### src/sv/rdcw_pkg.sv
package rdcw_pkg;

    localparam int ELEMENT_SLOTS = 1024;
    localparam int VALUE_SLOTS   = 1024;

    localparam int EA_W   = $clog2(ELEMENT_SLOTS);
    localparam int VA_W   = $clog2(VALUE_SLOTS);
    localparam int EDGE_W = EA_W + 1;

    localparam int CMD_W = 2;
    localparam int IDX_W = 10;
    localparam int VAL_W = 10;
    localparam int TAG_W = 10;
    localparam int CNT_W = 11;
    localparam int OCC_W = 12;

    localparam logic [CMD_W-1:0] CMD_LOAD  = 2'd0;
    localparam logic [CMD_W-1:0] CMD_QUERY = 2'd1;
    localparam logic [CMD_W-1:0] CMD_CLEAR = 2'd2;

    localparam int QUEUE_DEPTH = 2;
    localparam int QP_W        = $clog2(QUEUE_DEPTH);
    localparam int QC_W        = $clog2(QUEUE_DEPTH + 1);

    typedef enum logic [1:0] {
        OP_LOAD  = 2'd0,
        OP_QUERY = 2'd1,
        OP_BAD   = 2'd2,
        OP_CLEAR = 2'd3
    } t_op;

    // For a load, idx_a is the position and idx_b the value;
    // for a query they are the left and right ends of the range.
    typedef struct packed {
        t_op              op;
        logic [IDX_W-1:0] idx_a;
        logic [IDX_W-1:0] idx_b;
        logic [TAG_W-1:0] tag;
    } t_entry;

endpackage

### src/sv/rdcw_queue.sv
module rdcw_queue
    import rdcw_pkg::*;
(
    input  logic   i_clk,
    input  logic   i_rst_n,
    input  logic   i_push_valid,
    input  t_entry i_push_entry,
    output logic   o_push_ready,
    output logic   o_pop_valid,
    output t_entry o_pop_entry,
    input  logic   i_pop_ready
);

    t_entry            r_slot [QUEUE_DEPTH];
    logic [QP_W-1:0]   r_wr_ptr;
    logic [QP_W-1:0]   r_rd_ptr;
    logic [QC_W-1:0]   r_count;
    logic              push;
    logic              pop;

    assign o_push_ready = (r_count != QC_W'(QUEUE_DEPTH));
    assign o_pop_valid  = (r_count != '0);
    assign o_pop_entry  = r_slot[r_rd_ptr];
    assign push         = i_push_valid && o_push_ready;
    assign pop          = o_pop_valid && i_pop_ready;

    always_ff @(posedge i_clk) begin
        if (push) begin
            r_slot[r_wr_ptr] <= i_push_entry;
        end
    end

    always_ff @(posedge i_clk) begin
        if (!i_rst_n) begin
            r_wr_ptr <= '0;
            r_rd_ptr <= '0;
            r_count  <= '0;
        end else begin
            if (push) begin
                r_wr_ptr <= r_wr_ptr + QP_W'(1);
            end
            if (pop) begin
                r_rd_ptr <= r_rd_ptr + QP_W'(1);
            end
            case ({push, pop})
                2'b10:   r_count <= r_count + QC_W'(1);
                2'b01:   r_count <= r_count - QC_W'(1);
                default: r_count <= r_count;
            endcase
        end
    end

endmodule

### config.mk
export PLATFORM = sky130hd
export DESIGN_NAME = rdcw_queue
export DESIGN_NICKNAME = d
export VERILOG_FILES = /design/src/sv/rdcw_pkg.sv /design/src/sv/rdcw_queue.sv
export SDC_FILE = /design/constraint.sdc
export NUM_CORES = 1
export LEC_CHECK = 0
export BUFFER_PORTS_ARGS = -buffer_cell sky130_fd_sc_hd__buf_2
export CORE_MARGIN = 8
export CORE_UTILIZATION = 45
export DETAILED_ROUTE_END_ITERATION = 16
export PLACE_DENSITY_LB_ADDON = 0.12
export SYNTH_ARGS = -nofsm -noshare
export SYNTH_HDL_FRONTEND = slang
export SYNTH_SLANG_ARGS = --single-unit
### constraint.sdc
create_clock -name i_clk -period 3.15 [get_ports i_clk]
set_input_delay 0.315 -clock i_clk [delete_from_list [all_inputs] [get_ports i_clk]]
set_output_delay 0.315 -clock i_clk [all_outputs]
set_load 0.01 [all_outputs]
## After elaboration in Yosys (flattened, before gate mapping)

Memories as Yosys holds them, arrays and structs flattened. A register that Yosys moved wholly into a read port is not among the register bits.
Cells that the tools add are included.

| storage, ports and cells | value |
|---|---|
| flip-flop bits (word level) | 4 |
| memory bits (writable) | 64 |
| output and inout bits | 34 |
| word-level logic and storage cells | 20 |
| memories kept | 1 |

| operators by class | value |
|---|---|
| $add $sub $neg | 4 |
| eq/ne operators | 3 |
| mux-type cells | 5 |
| reduce and logical (&&, ||, !) cells | 4 |

Memories:

| memory | depth | width | rd ports | clocked after Yosys merged registers in | wr ports | line | RTL |
|---|---|---|---|---|---|---|---|
| r_slot | 2 | 32 | 1 | 1 | 1 | rdcw_queue.sv:14 | `t_entry r_slot [QUEUE_DEPTH];` |

Operator list:

| kind | number |
|---|---|
| 1-bit 2-to-1 mux | 4 |
| 2-bit case mux with 2 select lines | 1 |
| 2-bit nonzero test | 2 |
| 1-bit adder (second input constant) | 2 |
| 2-bit by 1-bit adder with 2-bit output (second input constant) | 1 |
| 2-bit by 1-bit equality test with 1-bit output (second input constant) | 1 |
| 2-bit equality test (second input constant) | 1 |
| 1-bit logical AND | 2 |
| 2-bit != test (second input constant) | 1 |
| 2-bit by 1-bit subtractor with 2-bit output (second input constant) | 1 |

## Depth between registers and ports, before layout

Gate-level depths: netlist (run 1).

| depth | value |
|---|---|
| word-level depth | 4 |
| gate-level depth with buffers | 6 |
| gate-level depth less buffers | 6 |

## Worst setup path after synthesis (run 1)

No wires, ideal clock.

| timing path | value |
|---|---|
| kind | reg2reg |
| start | reg r_count[0] |
| end | mem r_slot[1][0] (netlist bit), enable pin |
| setup time | 0.392 ns |
| arrival | 1.488 ns |
| slack | 1.270 ns |
| stages on the path, launching flop included | 3 |
| path buffers | 0 |
| clock period less this slack | 1.880 ns |
| path through | dfxtp_1 -> nand2b_1 -> and3_1 |

| between the ends | value |
|---|---|
| longest elaborated chain between the ends | 4 |

Ends and longest elaborated chain:

| element | line | RTL |
|---|---|---|
| start, declared | rdcw_queue.sv:17 | `logic [QC_W-1:0] r_count;` |
| start signal, assigned | rdcw_queue.sv:46 | `2'b10: r_count <= r_count + QC_W'(1);` |
| start signal, assigned | rdcw_queue.sv:47 | `2'b01: r_count <= r_count - QC_W'(1);` |
| start signal, assigned | rdcw_queue.sv:48 | `default: r_count <= r_count;` |
| 2-bit != test | rdcw_queue.sv:21 | `assign o_push_ready = (r_count != QC_W'(QUEUE_DEPTH));` |
| net o_push_ready | rdcw_queue.sv:8 | `output logic o_push_ready,` |
| 1-bit logical AND | rdcw_queue.sv:24 | `assign push = i_push_valid && o_push_ready;` |
| 1-bit 2-to-1 mux | rdcw_queue.sv:28 | `if (push) begin` |
| 1-bit 2-to-1 mux (not written as such) | rdcw_queue.sv:29 | `r_slot[r_wr_ptr] <= i_push_entry;` |
| end, declared | rdcw_queue.sv:14 |  |

The timed path passes the listed nets, and every way through them passes these cells.

==> results of run 1 <==
area by class of cell:
type / instances / share of cell area
Sequential cell: 69 / 0.643
Inverter: 1 / 0.00119
Tap cell: 72 / 0.0287
Multi-Input combinational cell: 50 / 0.156
Clock buffer: 11 / 0.0418
Clock inverter: 4 / 0.00518
Timing Repair Buffer: 73 / 0.123
critical path, cell delays in order (launching register included):
cell     delay, ns
dfxtp_1       0.72
buf_4         0.39
mux2_2        0.38
buf_2         0.14
state kept, by name, summed over array words and instances (netlist names), named ones only:
name and count:
r_wr_ptr 1, r_slot 64, r_rd_ptr 1, r_count 2
cells in the mapped netlist:
library cell,instances
edfxtp_1,64
mux2_2,30
dfxtp_1,5
buf_2,3
xnor2_1,3
mux2_1,2
nor2b_1,2
a21bo_2,1
a21boi_0,1
a21boi_1,1
and2_1,1
and3_1,1
clkbuf_1,1
ha_1,1
inv_1,1
nand2_1,1
nand2b_1,1
nand3b_1,1
o21a_1,1
o21ai_0,1
or2_2,1
or3_1,1
metrics by stage:
step	worst slack, ns	cell area (sq um)	utilization
finish	0.880	3140	0.574
global route	0.740	3140	0.574
detailed placement	1.20	3000	0.547
global placement	1.23	3000	0.547
floorplan	1.27	2540	-
CTS	0.832	3140	0.574
final timing paths:
kind | startpoint | end | slack, ns | depth (start not counted)
min reg2reg | r_rd_ptr$_SDFFE_PN0P_ | r_rd_ptr$_SDFFE_PN0P_ | 0.54 | 2
max reg2reg | r_count[0]$_SDFFE_PN0P_ | r_slot[0][24]$_DFFE_PP_ | 1.31 | 4
max | register | o_pop_entry[26] | 0.88 | 3
min | i_push_entry[13] | r_slot[1][13]$_DFFE_PP_ | 0.18 | 1
where the power goes:
part,internal (uW),switching [uW]
combinational,342,339
sequential,1160,70.4
clock,272,274
kinds of logic after synthesis:
kind of cell | count (synthesis) | synth area share
simple gates | 9 | 0.0217
compound gates | 5 | 0.0148
flops | 69 | 0.797
mux | 32 | 0.142
xor+xnor | 3 | 0.0104
fa+ha+maj | 1 | 0.00493
buf+inv | 5 | 0.00888
per-layer routing:
| metal | global-route usage | vias to the layer above | part of all wire |
|---|---|---|---|
| met5 | 0 | - | 0 |
| met4 | 0.0573 | 0 | 0.0052 |
| met3 | 0.0519 | 2 | 0.064 |
| met2 | 0.222 | 41 | 0.57 |
| met1 | 0.105 | 649 | 0.36 |
| li1 | - | 642 | - |
==> impl_results.md, run 1 <==
- First-pass iteration count of the detailed router: 4
- Worst skew pair latency: 0.32 ns
- Total GRT Usage: 0.118
- Worst IR Drop VDD: 0.412 mV
- Seq/Total Area, Yosys: 0.797
- Mapped Cells: 124
- RSZ-0062 raised after global routing: no
- Pwr/cell area: 782 nW/um^2
- IO Port Bufs: 69
- #FFs+latches synth: 69
- DRC: 0
- Yosys warnings: 0
- Ant diodes: 0
- Synth top area share: 0.758
- Hold Vio Cnt, Final: 0
- Area leader, netlist: edfxtp_1
- Status: completed
- Core area: 5470 sq um
- Minimum clock period: 2.27 ns
- Layout cells sized above 1: 0.553
- Max Slew Vio Count: 0
- Area grow syn2layout: 23.9%
- CTS Buffer Depth: 2
- Total global routing overflow: 0
- WP data required: 2.83 ns
- Final setup viols: 0
- CTS buffer count: 9
- Initial antenna violation count: 0
- Area contributors post-synth: edfxtp_1 (76%), mux2_2 (13%), dfxtp_1 (3.9%)
- Leak: 0.00118 uW
- Placed insts: 265
- Number of global-route vias before repair: 1518
- DRT iter0 DRCs: 54
- Clk Tree Root Cell: clkbuf_8
- Worst Setup Start Kind: register
- Drt wl/cell: 17.1 microns
- Clk_skew: 0.00518 ns
- Power, Total: 2460 uW
- Worst Tran Pin Value: 0.745 ns
- Syn Std Cell Area: 2540 sq um
- Synth Net Count: 161
- Critical Path AT: 1.95 ns
- Pin count of the biggest net entering global routing: 19
- Max-cap violations: 0
- Vias: 1334
- Routed wire length: 4.79 mm
- Worst Setup Path Type: register to primary output
- First-pass GRT wire length: 7.38 mm
- Synth cell types: 22
- Die height: 91.1 microns
- Initial Util: 0.463
- Tcrit/Tclk final: 0.721
- Num ports: 70
- Fin Hold WS: 0.178 ns
- Multi-input logic area: 492 sq um
- CTS Hold Bufs: 0
- Fmax: 441 MHz
- Die X: 91.1 microns
- Register area: 2020 sq um
- Via density: 4.76
- Die area: 8290 sq um
- CTS tree: done
- Most frequent cells in the layout: buf_2 (69), edfxtp_1 (64), mux2_2 (30)
- Slew margin rel.: 0.503
- Crit path capture type: primary output
- Reg clk slew, reported paths: 0.06 ns
- Avg Inst Size Synth: 20.5 sq um
- GP Congestion: 0.673
- Final Non-Filler Cells: 280
- # rows: 27
- Final net count: 241
- Most common cell after layout, fill and taps aside: buf_2
- Number of fill cells: 480
- Hold WC Path Type: input pin to register
- Max H-tree Level: 3
- Crit-path max FO: 18
- Resize count post-CTS: 0
- Dpl hpwl: 3.48 mm
- Postcts setup bufs: 0
- Setup total negative slack: 0 ns
- CTS sink cnt: 69
- Routed Antenna Nets: 0
No activity file was read; power rests on OpenSTA's default activity.
==> inputs of run 2 (changes only) <==
- clock period: 3.15 -> 2.3 ns (I/O delays scaled with it)
==> run 2 against run 1 <==
Net effect: wire length grew 0.90%; clock skew is 0.0011 ns higher; critical path depth is the same; flip-flop and latch count stayed put; worst hold slack got worse by 0.099 ns; final area increased by 0.64%; critical path type unchanged; highest routed layer unchanged.
==> impl_results.md, run 2 (synthesis results as in run 1) <==
- Worst hold stages: 1
- CTS tree: done
- Minimum clock period: 1.73 ns
- Most frequent cells in the layout: buf_2 (69), edfxtp_1 (64), mux2_2 (30)
- Dpl hpwl: 3.42 mm
- Via density: 4.80
- Die X: 91.1 microns
- Total global routing overflow: 0
- Clk Tree Root Cell: clkbuf_8
- Initial antenna violation count: 0
- Reg power frac: 0.471
- Total GRT Usage: 0.123
- Max Slew Vio Count: 0
- CTS sink cnt: 69
- # rows: 27
- Hold Vio Cnt, Final: 0
- RSZ-0062 raised after global routing: no
- Fmax: 579 MHz
- Worst Setup Path Type: register to primary output
- Vias: 1349
- Initial Util: 0.463
- Max H-tree Level: 3
- IO Port Bufs: 69
- CTS buffer count: 9
- Postcts setup bufs: 0
- Most common cell after layout, fill and taps aside: buf_2
- DRT iter0 DRCs: 80
- Area grow syn2layout: 24.7%
- Crit-path max FO: 22
- Max incr delay on CP: 0.38 ns
- Stages on worst setup path: 3
- Worst IR Drop VDD: 0.737 mV
- Die area: 8290 sq um
- Internal power: 2540 uW
- Final Cell Area: 3160 sq um
- CTS Buffer Depth: 2
- Worst skew pair latency: 0.33 ns
- First-pass iteration count of the detailed router: 4
- Layout cells sized above 1: 0.565
- Leak: 0.00120 uW
- Slew margin rel.: 0.707
- Sw power: 976 uW
- CP delay by family, top: buffers and inverters
- Sw frac: 0.278
- Pwr/cell area: 1110 nW/um^2
- DRC: 0
- GP Congestion: 0.671
- Final net count: 241
- Pin count of the biggest net entering global routing: 33
- Top Registers: r_slot: 64 flops, r_count: 2 flops
- Gate power share: 0.273
- Hold WC Path Type: input pin to register
- Post-DP Area: 2980 sq um
- Setup total negative slack: 0 ns
- Reg clk slew, reported paths: 0.07 ns
- Routed Antenna Nets: 0
- Routed wire length: 4.84 mm
- Buf/Inv on CP: 2
- Core area: 5470 sq um
- Crit path max-delay cell type: mux2_2
- Worst Setup Start Kind: register
- First-pass GRT wire length: 7.71 mm
- Max-cap violations: 0
- Resize count post-CTS: 0
- Power, Total: 3510 uW
- Die height: 91.1 microns
- Worst Tran Pin Value: 0.439 ns
- WP data required: 2.07 ns
- Max FFs per register: 64
- Critical Path AT: 1.50 ns
- Tcrit/Tclk final: 0.751
- Fin Hold WS: 0.0787 ns
- Crit path capture type: primary output
- Worst path cell trace: buf_4 -> mux2_2 -> buf_2
- Num ports: 70
- Drt wl/cell: 17.2 microns
- Worst R2R Path Depth: 6
- Number of global-route vias before repair: 1573
- Clk_skew: 0.00626 ns
- Clock power share: 0.256
- CTS Hold Bufs: 0
- Largest register by flop count: r_slot
- Ant diodes: 0
- Status: completed
- Final setup viols: 0
==> run 2: cell count changes in the layout (fill, tap and decap cells not counted) <==
| cell | delta |
|---|---|
| buf_4 | +1 |
| bufinv_16 | +1 |
| clkbuf_1 | -2 |
| buf_12 | -1 |
| clkinv_2 | +2 |
==> run 2: worst register-to-register path, cell delays in order, from the launching register on <==
cell and delay (ns):
dfxtp_1 0.44, nand2b_1 0.23, nand2_1 0.09, ha_1 0.23, xnor2_1 0.15, or3_1 0.32
a21boi_1 0.18
==> run 2: power groups by stage <==
| stage | registers, uW | logic (uW) | clock network [uW] |
|---|---|---|---|
| 2_1_floorplan | 1660 | 622 | 0 |
| 3_3_place_gp | 1660 | 955 | 0 |
| 3_5_place_dp | 1680 | 982 | 0 |
| 4_1_cts | 1660 | 988 | 919 |
| 5_1_grt | 1670 | 1060 | 972 |
| 6_report | 1650 | 960 | 898 |
==> run 2: per-stage QoR <==
step	std cells	util	setup WS, ns
after floorplan	124	-	0.420
after global placement	265	0.545	0.820
after detailed placement	265	0.545	0.636
after CTS	281	0.578	0.530
after global routing	281	0.578	0.490
final	281	0.578	0.573
==> run 2: cell type report <==
class,count,area [sq um]
Clock buffer,9,124
Timing Repair Buffer,73,375
Clock inverter,7,56.3
Fill cell,448,2310
Multi-Input combinational cell,50,492
Inverter,1,3.75
Tap cell,72,90.1
Sequential cell,69,2020
==> run 2: path summary, 6_finish.rpt <==
| path | end | slack, ns | start |
|---|---|---|---|
| hold / removal | r_slot[1][13]$_DFFE_PP_ | 0.08 | i_push_entry[13] |
| setup reg to reg | r_count[1]$_SDFFE_PN0P_ | 0.59 | r_count[0]$_SDFFE_PN0P_ |
| setup / recovery | o_pop_entry[1] | 0.57 | register |
| hold reg to reg | register | 0.56 | r_rd_ptr$_SDFFE_PN0P_ |
==> run 2: metal layers <==
metal	GRT usage	vias to the layer above	wire length [microns]
li1	-	639	-
met1	0.125	661	1850
met2	0.212	41	2600
met4	0.0778	0	87
met3	0.0444	8	294
met5	0	-	0
==> inputs of run 3 (changes only) <==
- ABC_AREA: default -> 1
- clock period: 2.3 -> 1.6 ns (I/O delays scaled with it)
==> run 3 against run 2 <==
Net effect: critical path depth unchanged; die area up 5.6%; largest cell class unchanged; wire length down 4.1%; clock power is 24% higher; via count rose by 4.2%; critical endpoint is now o_pop_entry[19].
==> impl_results.md, run 3 <==
- WP data required: 1.44 ns
- Status: completed
- Top_reg_cell synth: edfxtp_1
- Reg clk slew, reported paths: 0.07 ns
- Internal power: 3300 uW
- Number of fill cells: 481
- DRT iter0 DRCs: 40
- Hold Vio Cnt, Final: 0
- Synth top area share: 0.709
- DRC: 0
- Fmax: 653 MHz
- Via density: 4.70
- First-pass GRT wire length: 7.05 mm
- Critical Path AT: 1.37 ns
- Final net count: 256
- # rows: 28
- Async S/R FF share, synth: 0
- Num ports: 70
- First-pass iteration count of the detailed router: 4
- Worst skew pair latency: 0.32 ns
- Core area: 5890 sq um
- Syn Std Cell Area: 2710 sq um
- Post-synth EDFFs: 64
- Crit path capture type: primary output
- Total GRT Usage: 0.108
- CTS Buffer Depth: 2
- Gate power share: 0.243
- Vias: 1405
- Initial antenna violation count: 0
- RSZ-0062 raised after global routing: no
- Top post-synthesis cells by count: edfxtp_1 (64), mux2_4 (30), nor2_1 (9)
- Most common cell after layout, fill and taps aside: buf_2
- Pwr/cell area: 1350 nW/um^2
- Slew margin rel.: 0.842
- CTS tree: done
- Postcts setup bufs: 0
- Leak: 0.00133 uW
- Final setup viols: 0
- Routed Antenna Nets: 0
- CTS sink cnt: 69
- Worst Setup Start Kind: register
- Seq/Total Area, Yosys: 0.746
- Drt wl/cell: 15.5 microns
- Mapped Cells: 136
- Max H-tree Level: 3
- Area leader, netlist: edfxtp_1
- Die height: 93.6 microns
- Layout cells sized above 1: 0.554
- Largest register by flop count: r_slot
- CTS buffer count: 9
- Most frequent cells in the layout: buf_2 (69), edfxtp_1 (64), mux2_4 (30)
- Worst Setup Path Type: register to primary output
- Total global routing overflow: 0
- Ant diodes: 0
- Minimum clock period: 1.53 ns
- IO Port Bufs: 69
- Max Slew Vio Count: 0
- Sw power: 1190 uW
- Worst Tran Pin Value: 0.234 ns
- Clock power share: 0.248
- Synth cell types: 18
- Tcrit/Tclk final: 0.957
- Worst IR Drop VDD: 0.808 mV
- Clk Tree Root Cell: clkbuf_8
- Yosys warnings: 0
- Max FFs per register: 64
- Die X: 93.6 microns
- Hold WC Path Type: input pin to register
- Pin count of the biggest net entering global routing: 34
- Die area: 8760 sq um
- Area grow syn2layout: 23.0%
- Max-cap violations: 0
- Fin Hold WS: 0.0196 ns
- Top Registers: r_slot: 64 flops, r_count: 2 flops
- Initial Util: 0.460
- Clk_skew: 0.00479 ns
- Routed wire length: 4.64 mm
- Sw frac: 0.265
- Area contributors post-synth: edfxtp_1 (71%), mux2_4 (17%), dfxtp_1 (3.7%)
- Dpl hpwl: 3.29 mm
- Top-count cell post-synth: edfxtp_1
- #FFs+latches synth: 69
- Reg power frac: 0.509
- Avg Inst Size Synth: 19.9 sq um
- GP Congestion: 0.699
- Crit-path max FO: 12
- Setup total negative slack: 0 ns
- Number of global-route vias before repair: 1506
- Synth Net Count: 173
run 3: timing repair:
action	4_1_cts	5_1_grt
endpoints found under the setup margin	2	0
hold buffers	1	1
gates resized for setup	1	0
endpoints found under the hold margin	2	2
run 3: logic make-up (layout without fill, tap and decap cells):
| group | count (synthesis) | after routing | synth area share |
|---|---|---|---|
| flops | 69 | 69 | 0.746 |
| compound gates | 3 | 3 | 0.00646 |
| mux | 32 | 32 | 0.175 |
| simple gates | 22 | 22 | 0.0346 |
| buf+inv | 9 | 97 | 0.0333 |
| fa+ha+maj | 1 | 1 | 0.00462 |
run 3: final timing paths:
path	startpoint	endpoint	slack, ns	depth (start not counted)
hold reg to reg	r_rd_ptr$_SDFFE_PN0P_	register	0.51	2
hold / removal	i_push_entry[20]	r_slot[0][20]$_DFFE_PP_	0.02	1
setup / recovery	register	o_pop_entry[19]	0.07	3
setup reg to reg	r_count[0]$_SDFFE_PN0P_	r_count[0]$_SDFFE_PN0P_	0.16	6
run 3: per-stage QoR:
stage / setup slack, ns / util / area (sq um) / total power, uW / cells
2_1_floorplan: 0.0719 / - / 2720 / 3090 / 136
3_3_place_gp: 0.307 / 0.536 / 3150 / 3380 / 281
3_5_place_dp: 0.180 / 0.536 / 3150 / 3430 / 281
4_1_cts: 0.0373 / 0.565 / 3320 / 4560 / 298
5_1_grt: 0.00254 / 0.566 / 3330 / 4720 / 299
6_report: 0.0684 / 0.566 / 3330 / 4490 / 299
run 3: worst max-delay path, stage by stage, from the launching register on:
cell and delay [ns]:
dfxtp_2 0.36, buf_6 0.20, mux2_2 0.35, buf_2 0.14
run 3: layout make-up:
class / count / area (sq um) / area share
clock buffers: 9 / 124 / 0.0372
clock inverters: 7 / 32.5 / 0.00976
inverters: 5 / 18.8 / 0.00563
multi-input cells: 58 / 609 / 0.183
flip-flops and latches: 69 / 2020 / 0.607
well taps: 75 / 93.8 / 0.0282
repair buffers: 76 / 432 / 0.130
run 3: per-layer routing:
metal / global-route usage / routed length (microns)
met5: 0 / 0
met2: 0.186 / 2420
met1: 0.108 / 1740
met4: 0.0766 / 112
met3: 0.0369 / 357
run 3: power by group through the flow:
| stage | registers, uW | clock network, uW | logic, uW |
|---|---|---|---|
| 6_report | 2280 | 1110 | 1090 |
| 5_1_grt | 2300 | 1230 | 1190 |
| 4_1_cts | 2280 | 1160 | 1120 |
| 3_5_place_dp | 2320 | 0 | 1110 |
| 3_3_place_gp | 2310 | 0 | 1070 |
| 2_1_floorplan | 2300 | 0 | 788 |
