<file path="config.mk">
export PLATFORM = sky130hd
export DESIGN_NAME = rdcw_front
export DESIGN_NICKNAME = d
export VERILOG_FILES = /design/src/sv/rdcw_pkg.sv /design/src/sv/rdcw_front.sv
export SDC_FILE = /design/constraint.sdc
export NUM_CORES = 1
export LEC_CHECK = 0
export ABC_AREA = 1
export BUFFER_PORTS_ARGS = -buffer_cell sky130_fd_sc_hd__buf_2
export CORE_ASPECT_RATIO = 0.75
export CORE_UTILIZATION = 40
export DETAILED_ROUTE_END_ITERATION = 10
export PLACE_DENSITY = 0.86
export SYNTH_ARGS = -nofsm -noshare
export SYNTH_HDL_FRONTEND = slang
export SYNTH_SLANG_ARGS = --single-unit
</file>
<file path="constraint.sdc">
create_clock -name i_clk -period 1.77 [get_ports i_clk]
set_input_delay 0.2655 -clock i_clk [delete_from_list [all_inputs] [get_ports i_clk]]
set_output_delay 0.2655 -clock i_clk [all_outputs]
set_load 0.03 [all_outputs]
</file>
<file path="src/sv/rdcw_pkg.sv">
package rdcw_pkg;

    localparam int ELEMENT_SLOTS = 1024;
    localparam int VALUE_SLOTS   = 1024;

    localparam int EA_W   = $clog2(ELEMENT_SLOTS);
    localparam int VA_W   = $clog2(VALUE_SLOTS);
    localparam int EDGE_W = EA_W + 1;

    localparam int CMD_W = 2;
    localparam int IDX_W = 10;
    localparam int VAL_W = 10;
    localparam int TAG_W = 10;
    localparam int CNT_W = 11;
    localparam int OCC_W = 12;

    localparam logic [CMD_W-1:0] CMD_LOAD  = 2'd0;
    localparam logic [CMD_W-1:0] CMD_QUERY = 2'd1;
    localparam logic [CMD_W-1:0] CMD_CLEAR = 2'd2;

    localparam int QUEUE_DEPTH = 2;
    localparam int QP_W        = $clog2(QUEUE_DEPTH);
    localparam int QC_W        = $clog2(QUEUE_DEPTH + 1);

    typedef enum logic [1:0] {
        OP_LOAD  = 2'd0,
        OP_QUERY = 2'd1,
        OP_BAD   = 2'd2,
        OP_CLEAR = 2'd3
    } t_op;

    // For a load, idx_a is the position and idx_b the value;
    // for a query they are the left and right ends of the range.
    typedef struct packed {
        t_op              op;
        logic [IDX_W-1:0] idx_a;
        logic [IDX_W-1:0] idx_b;
        logic [TAG_W-1:0] tag;
    } t_entry;

endpackage

</file>
<file path="src/sv/rdcw_front.sv">
module rdcw_front
    import rdcw_pkg::*;
(
    input  logic             i_clk,
    input  logic             i_rst_n,
    input  logic             i_valid,
    output logic             o_ready,
    input  logic [CMD_W-1:0] i_command,
    input  logic [IDX_W-1:0] i_position,
    input  logic [VAL_W-1:0] i_value,
    input  logic [IDX_W-1:0] i_left,
    input  logic [IDX_W-1:0] i_right,
    input  logic [TAG_W-1:0] i_tag,
    input  logic             i_cfg_valid,
    output logic             o_cfg_ready,
    input  logic [CNT_W-1:0] i_cfg_data,
    input  logic             i_init_done,
    output logic             o_push_valid,
    output t_entry           o_push_entry,
    input  logic             i_push_ready
);

    logic [CNT_W-1:0] r_element_count;
    logic             accept;
    logic             bad_range;
    logic             load_ok;

    always_ff @(posedge i_clk) begin
        if (!i_rst_n) begin
            r_element_count <= '0;
        end else if (i_cfg_valid) begin
            r_element_count <= i_cfg_data;
        end
    end

    assign o_cfg_ready = 1'b1;
    assign o_ready     = i_push_ready && i_init_done;
    assign accept      = i_valid && o_ready;

    assign bad_range = (i_left > i_right)
                    || ({1'b0, i_right} >= r_element_count)
                    || (int'(i_right) >= ELEMENT_SLOTS);
    assign load_ok   = (int'(i_position) < ELEMENT_SLOTS) && (int'(i_value) < VALUE_SLOTS);

    always_comb begin
        o_push_valid       = 1'b0;
        o_push_entry.op    = OP_LOAD;
        o_push_entry.idx_a = i_left;
        o_push_entry.idx_b = i_right;
        o_push_entry.tag   = i_tag;
        unique case (i_command)
            CMD_LOAD: begin
                o_push_entry.op    = OP_LOAD;
                o_push_entry.idx_a = i_position;
                o_push_entry.idx_b = i_value;
                o_push_valid       = accept && load_ok;
            end
            CMD_QUERY: begin
                o_push_entry.op = bad_range ? OP_BAD : OP_QUERY;
                o_push_valid    = accept;
            end
            CMD_CLEAR: begin
                o_push_entry.op = OP_CLEAR;
                o_push_valid    = accept;
            end
            default: begin
                o_push_valid = 1'b0;
            end
        endcase
    end

endmodule

</file>
-- After elaboration in Yosys (flattened, before gate mapping)
Cells that the tools add are included.
- reductions and logical operators: 5
- shift-type cells: 0
- equal/unequal tests: 2
- add/subtract/negate cells: 0
- bitwise gates (word level): 0
- mux-type cells: 4
- magnitude comparators: 2
- div/mod/pow operators: 0
- multiply operators: 0
- operator list (operator ; count):
    20-bit two-way mux ; 1
    10-bit by 11-bit >= comparator with 1-bit output ; 1
    10-bit > comparator ; 1
    2-bit one-hot mux with 2 select lines ; 1
    3-bit OR reduction ; 1
    2-bit by 1-bit equality test with 1-bit output (second input constant) ; 1
    2-bit equality test (second input constant) ; 1
    1-bit logical AND ; 2
    2-bit zero test ; 1
    2-bit two-way mux ; 1
    1-bit logical OR ; 1
    1-bit two-way mux ; 1
- output and inout port bits: 35
- logic and storage cells: 14
- bits in latches: 0
- memory bits (read-only): 0
- RAM bits: 0
- memories kept: 0
- register bits: 11
- bits of input ports: 69

-- Logic depth before layout (Yosys ltp)
Gate-level depths: netlist of the first run.
- depth in word-level cells: 4
- depth in mapped cells: 12
- mapped depth without buffers: 12

-- Least setup slack after synthesis of the first run
No wires, ideal clock.
- path kind: register -> output
- start point: register r_element_count[6]
- end point: output port o_push_entry[30] (netlist bit)
- path buffers: 0
- data required time: 1.505 ns
- data arrival time: 1.610 ns
- setup slack: -0.105 ns
- stages on the path, launching flop included: 10
- path through: dfxtp_1 > inv_1 > ha_1 > nand2_2 > inv_1 > a21oi_1 > nand2_1 > a21oi_2 > nand3_1 > a21oi_1
- RTL lines (item ; line ; RTL):
    start, declared ; rdcw_front.sv:23 ; logic [CNT_W-1:0] r_element_count;
    start signal, assigned ; rdcw_front.sv:32 ; r_element_count <= i_cfg_data;
    end, declared ; rdcw_front.sv:19 ; output t_entry o_push_entry,

==> run_results.csv, run 1 <==
group,metric,value,unit
outcome,outcome,"complete, but fails checks",
outcome,violations,"negative setup slack",
place,gp_congestion,0.665,
clock_network,cts_buffers,3,
die,die-area,0.00357,mm^2
critical_path,endpoint_kind,"output port",
yosys,yosysTopAreaCell,"ha_1",
grt,grt_pass1_vias,1259,
die,fp.dieH,52.0,um
route,drc,0,
yosys,yosysMostFrequentCell,"nand2_1",
critical_path,critPathBufInv,3,
timing,fin_crit,1.96,ns
die,ios,104,
die,num_rows,17,
route,viasPerCell,4.67,
finish,insertedDiodeCount,0,
timing,whs,0.250,ns
finish,largest_register_ffs,11,
grt,grt_max_degree,23,
yosys,ys_ff_latch,11,
route,dr.first_iter.drc_count,24,
yosys,syn-cell-area,0.00133,mm^2
die,core,0.00306,mm^2
finish,top_regs,"r_element_count (11)",
timing,timing_hold_violations_final,0,
finish,drive_gt1_frac,0.478,
critical_path,path_delay_family,"compound AO/OA/AOI/OAI gates",
finish,n_fill_cell,276,
yosys,synthFlopType,"dfxtp_1",
clock_network,clock_sinks,11,
route,drt-pass1-iter-count,4,
route,wl,3180,um
clock_network,clockBufferDepth,2,
clock_network,h-tree-depth,1,
clock_network,cts_root_buf,"clkbuf_8",
critical_path,slowest_delay,0.31,ns
yosys,syn_nets,290,
place,placement.io_buffers,82,
critical_path,cp.arrival,1.70,ns
power_and_ir_drop,p_per_area,531,mW/mm^2
yosys,synth_area_per_cell,6.77,um^2
finish,final_area,0.00193,mm^2
power_and_ir_drop,p_leak,0.00106,uW
place,post-place-cells,306,
critical_path,crit_fanout,2,
route,drtAntennaViolNets,0,
yosys,synth.area.top_cells,"ha_1 (23%), dfxtp_1 (17%), nand2_1 (11%), inv_1 (9.6%), o21ai_0 (8.3%)",
place,dpl_worst_slack,-0.130,ns
place,hpwl,2670,um
yosys,syn_inst,197,
yosys,yosys-top-cells-count,"nand2_1 (38), inv_1 (34), ha_1 (24)",
yosys,synth-async-reset-ratio,0,
critical_path,start_kind,"flop",
die,die_w,68.7,um
finish,fin_cells,312,
yosys,yosysUniqueCellTypes,21,
hold_path,hold_class,"in2reg",
finish,area_growth,44.7,%
critical_path,path_cells,"inv_2 -> ha_4 -> nand2_2 -> inv_2 -> o21bai_1 -> nand3_2 -> a21oi_2 -> nand3_1 -> a21oi_2 -> buf_6",
timing,setup_violations,2,
finish,regMostFlops,"r_element_count",
yosys,yosysWarnings,0,
place,postPlaceCellArea,0.00175,mm^2
clock_network,clkLatencyLatePin,0.24,ns
critical_path,slowest_stage,"dfxtp_2",
clock_network,cts_tree,"done",
yosys,seq_area_frac_synth,0.165,
timing,slew_violations,0,
grt,grt_usage,0.187,
route,wl_per_cell,10.2,um
timing,clock_skew,0,ns
clock_network,clkTransAtPathRegs,0.05,ns
timing,rsz0062_at_grt,"true",
grt,antenna_found_initial,0,
power_and_ir_drop,irDropWorstVdd,0.333,mV
route,vias,1457,
job,drv_cap,0,
grt,grt_overflow_total,0,
finish,nNetsFinal,368,
yosys,synth_edf_count,0,
timing,fin_crit_sh,1.11,
critical_path,worstPathRequired,1.50,ns
yosys,synth_top_area_frac,0.225,
timing,setup_ws,-0.191,ns
grt,grt_pass1_wl,4900,um
die,start_util,0.435,
clock_network,cts_hold_buffers,0,
timing,fmax,0.510,GHz
critical_path,criticalPathCategory,"reg2out",
[final timing paths]
check                                   from                               to  slack [ns]  cells past startpoint
max          r_element_count[9]$_SDFFE_PN0P_                 o_push_entry[30]       -0.19                     10
min                            i_cfg_data[0]  r_element_count[0]$_SDFFE_PN0P_        0.25                      3
max reg2reg  r_element_count[5]$_SDFFE_PN0P_  r_element_count[5]$_SDFFE_PN0P_        0.97                      4
min reg2reg  r_element_count[7]$_SDFFE_PN0P_  r_element_count[7]$_SDFFE_PN0P_        0.46                      2
[area by class of cell]
type,count,area [um^2],area share
tap,38,47.5,0.0246
sequential,11,224,0.116
clock buffer,4,45.0,0.0233
timing repair buffer,90,495,0.257
inverter,34,128,0.0661
multi-input combinational,135,990,0.513
[layout by cell type, fill, tap and decap left out, drive strengths merged, types with 2 or more instances in the layout]
| master | synthesis | layout |
|---|---|---|
| a21oi | 16 | 16 |
| buf | 12 | 90 |
| clkbuf | 5 | 4 |
| dfxtp | 11 | 11 |
| ha | 24 | 24 |
| inv | 34 | 34 |
| mux2 | 9 | 9 |
| nand2 | 40 | 40 |
| nand3 | 5 | 5 |
| nor2 | 12 | 12 |
| o21ai | 22 | 22 |
| o21bai | 2 | 2 |
[per-stage QoR]
stage | total power [uW] | TNS, ns | util
after CTS | 1010 | -0.451 | 0.612
final | 1020 | -0.330 | 0.630
after global routing | 1110 | -0.583 | 0.630
after floorplan | 606 | 0 | -
after detailed placement | 720 | -0.223 | 0.570
after global placement | 707 | -0.136 | 0.570
[routing by layer]
| metal | up-vias | part of all wire | GRT usage |
|---|---|---|---|
| met5 | - | 0 | 0 |
| met4 | 0 | 0.012 | 0.0694 |
| met3 | 4 | 0.067 | 0.0614 |
| met2 | 57 | 0.48 | 0.335 |
| met1 | 619 | 0.44 | 0.202 |
| li1 | 777 | - | - |
[report_power, final]
part | leakage [uW] | switching [uW] | total [uW] | internal, uW
sequential | 0.0000924 | 7.29 | 274 | 267
combinational | 0.000942 | 282 | 495 | 213
clock | 0.0000228 | 97.1 | 255 | 158
[kinds of logic after synthesis]
logic type,synth area share
other,0.00281
buffers and inverters,0.175
multiplexers,0.0760
AND/OR/NAND/NOR,0.190
adder cells (fa/ha/maj),0.225
AO/OA/AOI/OAI,0.165
flip-flops,0.165
[worst register-to-register path: cells and delay by family, from the launching register on]
kind                   cells  cell delay (ns)
AO/OA/AOI/OAI              1             0.12
flip-flops                 1             0.32
buffers and inverters      3             0.28
[repair_timing]
| item | CTS | global route |
|---|---|---|
| gates cloned | 0 | 0 |
| gates resized for setup | 14 | 14 |
| endpoints found under the setup margin | 2 | 2 |
| buffers inserted | 1 | 1 |
| hold endpoints to repair | 0 | 0 |
| pin swaps | 9 | 8 |
Note: power is estimated with default switching activity, not from simulation.
==> inputs of run 2 (changes only) <==
Settings changed: CORE_MARGIN set to 4, GPL_ROUTABILITY_DRIVEN set to 0.
==> run_results.csv, run 2 (synthesis results as in run 1) <==
group,metric,value,unit
outcome,outcome,"complete, but fails checks",
outcome,violations,"negative setup slack",
finish,nNetsFinal,366,
timing,setup_violations,2,
die,ios,104,
place,placement.io_buffers,82,
finish,top_regs,"r_element_count (11)",
route,drc,0,
timing,fin_crit_sh,1.11,
critical_path,criticalPathCategory,"reg2out",
die,fp.dieH,58.0,um
route,wl_per_cell,11.4,um
timing,fin_crit,1.96,ns
critical_path,cp.arrival,1.70,ns
finish,area_growth,46.9,%
critical_path,ff2ff_path_depth,4,
route,vias,1436,
place,dpl_worst_slack,-0.117,ns
critical_path,cpMostUsedCell,"a21oi_2",
clock_network,clkTransAtPathRegs,0.05,ns
place,hpwl,2940,um
critical_path,regToRegEndpoint,"r_element_count[6]$_SDFFE_PN0P_",
grt,grt_max_degree,23,
timing,finalSetupTns,-0.341,ns
clock_network,h-tree-depth,1,
grt,grt_overflow_total,0,
timing,timing_hold_violations_final,0,
hold_path,min_to,"r_element_count[0]$_SDFFE_PN0P_",
power_and_ir_drop,p_leak,0.00105,uW
timing,rsz0062_at_grt,"true",
route,drtAntennaViolNets,0,
power_and_ir_drop,irDropWorstVdd,0.443,mV
clock_network,clockBufferDepth,2,
hold_path,hold_class,"in2reg",
critical_path,path_cells,"inv_2 -> ha_4 -> nand2_1 -> nand2_1 -> a21oi_2 -> nand2_2 -> a21oi_2 -> nand3_1 -> a21oi_2 -> buf_6",
die,die-area,0.00433,mm^2
die,num_rows,17,
critical_path,slowest_stage,"dfxtp_2",
grt,grt_pass1_wl,5130,um
timing,whs,0.253,ns
critical_path,start_kind,"flop",
route,dr.first_iter.drc_count,28,
clock_network,cts_buffers,3,
timing,clock_skew,0,ns
finish,final_cell_mix,"buf_2 (80), nand2_1 (34), inv_1 (25)",
timing,slew_violations,0,
finish,insertedDiodeCount,0,
critical_path,slowest_delay,0.31,ns
hold_path,min_from,"i_cfg_data[0]",
route,wl,3530,um
critical_path,crit_fanout,2,
finish,drive_gt1_frac,0.515,
route,viasPerCell,4.63,
grt,grt_pass1_vias,1279,
route,drt-pass1-iter-count,4,
critical_path,path_delay_family,"compound AO/OA/AOI/OAI gates",
clock_network,cts_tree,"done",
timing,fmax,0.509,GHz
critical_path,worstPathRequired,1.50,ns
clock_network,cts_root_buf,"clkbuf_8",
job,drv_cap,0,
grt,antenna_found_initial,0,
die,core,0.00306,mm^2
critical_path,endpoint_kind,"output port",
die,start_util,0.435,
grt,grt_usage,0.149,
critical_path,critPathBufInv,2,
finish,largest_register_ffs,11,
critical_path,reg2reg_from,"r_element_count[6]$_SDFFE_PN0P_",
hold_path,whs_path_depth,3,
finish,regMostFlops,"r_element_count",
critical_path,worst-r2r-setup-slack,0.98,ns
finish,final_common_cell,"buf_2",
power_and_ir_drop,p_per_area,529,mW/mm^2
die,die_w,74.7,um
clock_network,cts_hold_buffers,0,
clock_network,clkLatencyLatePin,0.23,ns
timing,setup_ws,-0.194,ns
clock_network,clock_sinks,11,
run 2: cell count changes in the layout (fill, tap and decap cells not counted), moves of 2 or more:
| cell | before | now |
|---|---|---|
| dfxtp_1 | 8 | 5 |
| dfxtp_2 | 3 | 6 |
| ha_1 | 18 | 15 |
| ha_4 | 6 | 9 |
| inv_1 | 28 | 25 |
| inv_2 | 6 | 9 |
| buf_4 | 7 | 5 |
run 2: cell type report:
| cell class | instances | area [um^2] |
|---|---|---|
| Fill cell | 286 | 1100 |
| Multi-Input combinational cell | 135 | 1030 |
| Timing Repair Buffer | 88 | 480 |
| Sequential cell | 11 | 228 |
| Inverter | 34 | 128 |
| Tap cell | 38 | 47.5 |
| Clock buffer | 4 | 45.0 |
run 2: metrics by stage:
stage | total power (uW) | instance area, um^2 | instances | utilization
2_1_floorplan | 606 | 1340 | 197 | -
3_3_place_gp | 707 | 1740 | 305 | 0.568
3_5_place_dp | 718 | 1740 | 305 | 0.568
4_1_cts | 990 | 1840 | 309 | 0.599
5_1_grt | 1110 | 1960 | 310 | 0.640
6_report | 1040 | 1960 | 310 | 0.640
run 2: worst reg2reg max path: cells and delay by family (launching register included):
family | cells | cell delay (ns)
flip-flops | 1 | 0.32
buffers and inverters | 3 | 0.28
AO/OA/AOI/OAI | 1 | 0.12
run 2: worst max path at each step:
stage / startpoint / endpoint / slack (ns) / cells past startpoint
finish: r_element_count[6]$_SDFFE_PN0P_ / o_push_entry[30] / -0.19 / 10
global route: r_element_count[6]$_SDFFE_PN0P_ / o_push_entry[30] / -0.30 / 10
CTS: r_element_count[4]$_SDFFE_PN0P_ / o_push_entry[30] / -0.29 / 10
detailed placement: i_right[5] / o_push_entry[31] / -0.12 / 12
global placement: i_right[6] / o_push_entry[30] / -0.08 / 10
floorplan: r_element_count[6]$_SDFFE_PN0P_ / o_push_entry[30] / 0.03 / 9
run 2: power by group:
group	switching (uW)	internal, uW	leakage (uW)	total [uW]
Clock	95.3	158	0.0000228	254
Sequential	8.46	268	0.0000932	276
Combinational	290	216	0.000929	506
Total	394	642	0.00105	1040
run 2: what timing repair did:
| action | in CTS | in global routing |
|---|---|---|
| buffers inserted | 0 | 1 |
| endpoints found under the setup margin | 2 | 2 |
| resized for setup | 9 | 30 |
| pin swaps | 7 | 10 |
run 2: metal layers:
| metal | global-route usage | routed length (um) | part of all wire |
|---|---|---|---|
| met3 | 0.0451 | 395 | 0.11 |
| met4 | 0.0279 | 7 | 0.0020 |
| met2 | 0.260 | 1680 | 0.47 |
| met1 | 0.181 | 1450 | 0.41 |
| met5 | 0 | 0 | 0 |
==> inputs of run 3 (changes only) <==
Settings changed: SKIP_CTS_REPAIR_TIMING set to 1.
==> run_results.csv, run 3 (synthesis results as in run 1) <==
group,metric,value,unit
critical_path,path_cells,"inv_2 -> ha_4 -> nand2_4 -> inv_2 -> a21oi_2 -> nand2_2 -> a21oi_2 -> nand3_2 -> a21oi_2 -> buf_6",
outcome,violations,"negative setup slack",
critical_path,slowest_delay,0.32,ns
timing,fin_crit,1.98,ns
grt,grt_overflow_total,0,
clock_network,clkTransAtPathRegs,0.05,ns
critical_path,slowest_stage,"dfxtp_2",
die,die-area,0.00433,mm^2
place,postPlaceCellArea,0.00174,mm^2
critical_path,endpoint_kind,"output port",
critical_path,path_delay_family,"compound AO/OA/AOI/OAI gates",
critical_path,start_kind,"flop",
power_and_ir_drop,p_per_area,529,mW/mm^2
route,viasPerCell,4.63,
timing,fin_crit_sh,1.12,
timing,finalSetupTns,-0.373,ns
finish,area_growth,46.4,%
job,drv_cap,0,
clock_network,h-tree-depth,1,
route,drtAntennaViolNets,0,
critical_path,cpMostUsedCell,"a21oi_2",
critical_path,worstPathRequired,1.50,ns
die,start_util,0.435,
die,core,0.00306,mm^2
route,dr.first_iter.drc_count,30,
clock_network,cts_root_buf,"clkbuf_8",
timing,clock_skew,0,ns
die,fp.dieH,58.0,um
route,drt-pass1-iter-count,4,
timing,slew_violations,0,
clock_network,cts_tree,"done",
finish,final_common_cell,"buf_2",
grt,grt_busiest_layer,"met2",
finish,final_area,0.00195,mm^2
power_and_ir_drop,irDropWorstVdd,0.439,mV
finish,n_fill_cell,285,
critical_path,worst-r2r-setup-slack,1.09,ns
timing,setup_ws,-0.214,ns
timing,rsz0062_at_grt,"true",
place,hpwl,2940,um
die,num_rows,17,
clock_network,cts_buffers,3,
grt,grt.met1_usage,0.178,
clock_network,clockBufferDepth,2,
timing,setup_violations,2,
finish,largest_register_ffs,11,
place,placement.io_buffers,82,
route,wl,3520,um
outcome,outcome,"complete, but fails checks",
route,wl_per_cell,11.4,um
grt,grt_usage,0.147,
route,drc,0,
finish,regMostFlops,"r_element_count",
grt,met2_usage,0.258,
grt,grt_pass1_vias,1273,
route,vias,1431,
critical_path,crit_fanout,3,
grt,antenna_found_initial,0,
timing,timing_hold_violations_final,0,
grt,grt_max_degree,23,
finish,final_cell_mix,"buf_2 (80), nand2_1 (33), inv_1 (26)",
clock_network,clock_sinks,11,
power_and_ir_drop,p_leak,0.00104,uW
finish,drive_gt1_frac,0.506,
critical_path,cp.arrival,1.72,ns
critical_path,critPathBufInv,3,
clock_network,clkLatencyLatePin,0.23,ns
critical_path,criticalPathCategory,"reg2out",
die,ios,104,
finish,insertedDiodeCount,0,
timing,fmax,0.504,GHz
finish,nNetsFinal,365,
die,die_w,74.7,um
finish,top_regs,"r_element_count (11)",
hold_path,hold_class,"in2reg",
grt,gr-usage-met3,0.0451,
grt,grt_pass1_wl,5070,um
## run 3: path summary, 6_finish.rpt
check / depth (start not counted) / endpoint / startpoint
setup / recovery: 10 / o_push_entry[30] / r_element_count[5]$_SDFFE_PN0P_
hold / removal: 3 / r_element_count[0]$_SDFFE_PN0P_ / i_cfg_data[0]
setup reg to reg: 3 / r_element_count[5]$_SDFFE_PN0P_ / r_element_count[5]$_SDFFE_PN0P_
hold reg to reg: 2 / r_element_count[9]$_SDFFE_PN0P_ / r_element_count[9]$_SDFFE_PN0P_
## run 3: layout make-up
cell class | instances | area [um^2] | area share
Clock buffer | 4 | 45.0 | 0.0231
Inverter | 34 | 128 | 0.0653
Timing Repair Buffer | 87 | 473 | 0.242
Multi-Input combinational cell | 135 | 1030 | 0.529
Tap cell | 38 | 47.5 | 0.0243
Sequential cell | 11 | 226 | 0.116
## run 3: worst min-delay path: cells and delay by family
| family | cells | cell delay, ns |
|---|---|---|
| buf+inv | 1 | 0.07 |
| simple gates | 2 | 0.11 |
## run 3: metrics by stage
step	std cells	power [uW]	utilization	setup slack [ns]	hold slack [ns]
6_report	309	1030	0.638	-0.214	0.254
5_1_grt	309	1100	0.638	-0.307	0.270
4_1_cts	309	974	0.583	-0.331	0.251
3_5_place_dp	305	718	0.568	-0.117	0.453
3_3_place_gp	305	707	0.568	-0.0772	0.447
2_1_floorplan	197	606	-	0.0350	0.400
## run 3: per-layer routing
layer | routed length [um] | up-vias
met5 | 0 | -
met4 | 0 | 0
li1 | - | 774
met2 | 1680 | 54
met1 | 1490 | 603
met3 | 355 | 0
## run 3: power by group
part / switching, uW / total (uW) / internal, uW / leakage [uW]
Clock: 95.7 / 254 / 158 / 0.0000228
Combinational: 290 / 504 / 214 / 0.000926
Sequential: 8.24 / 275 / 267 / 0.0000929
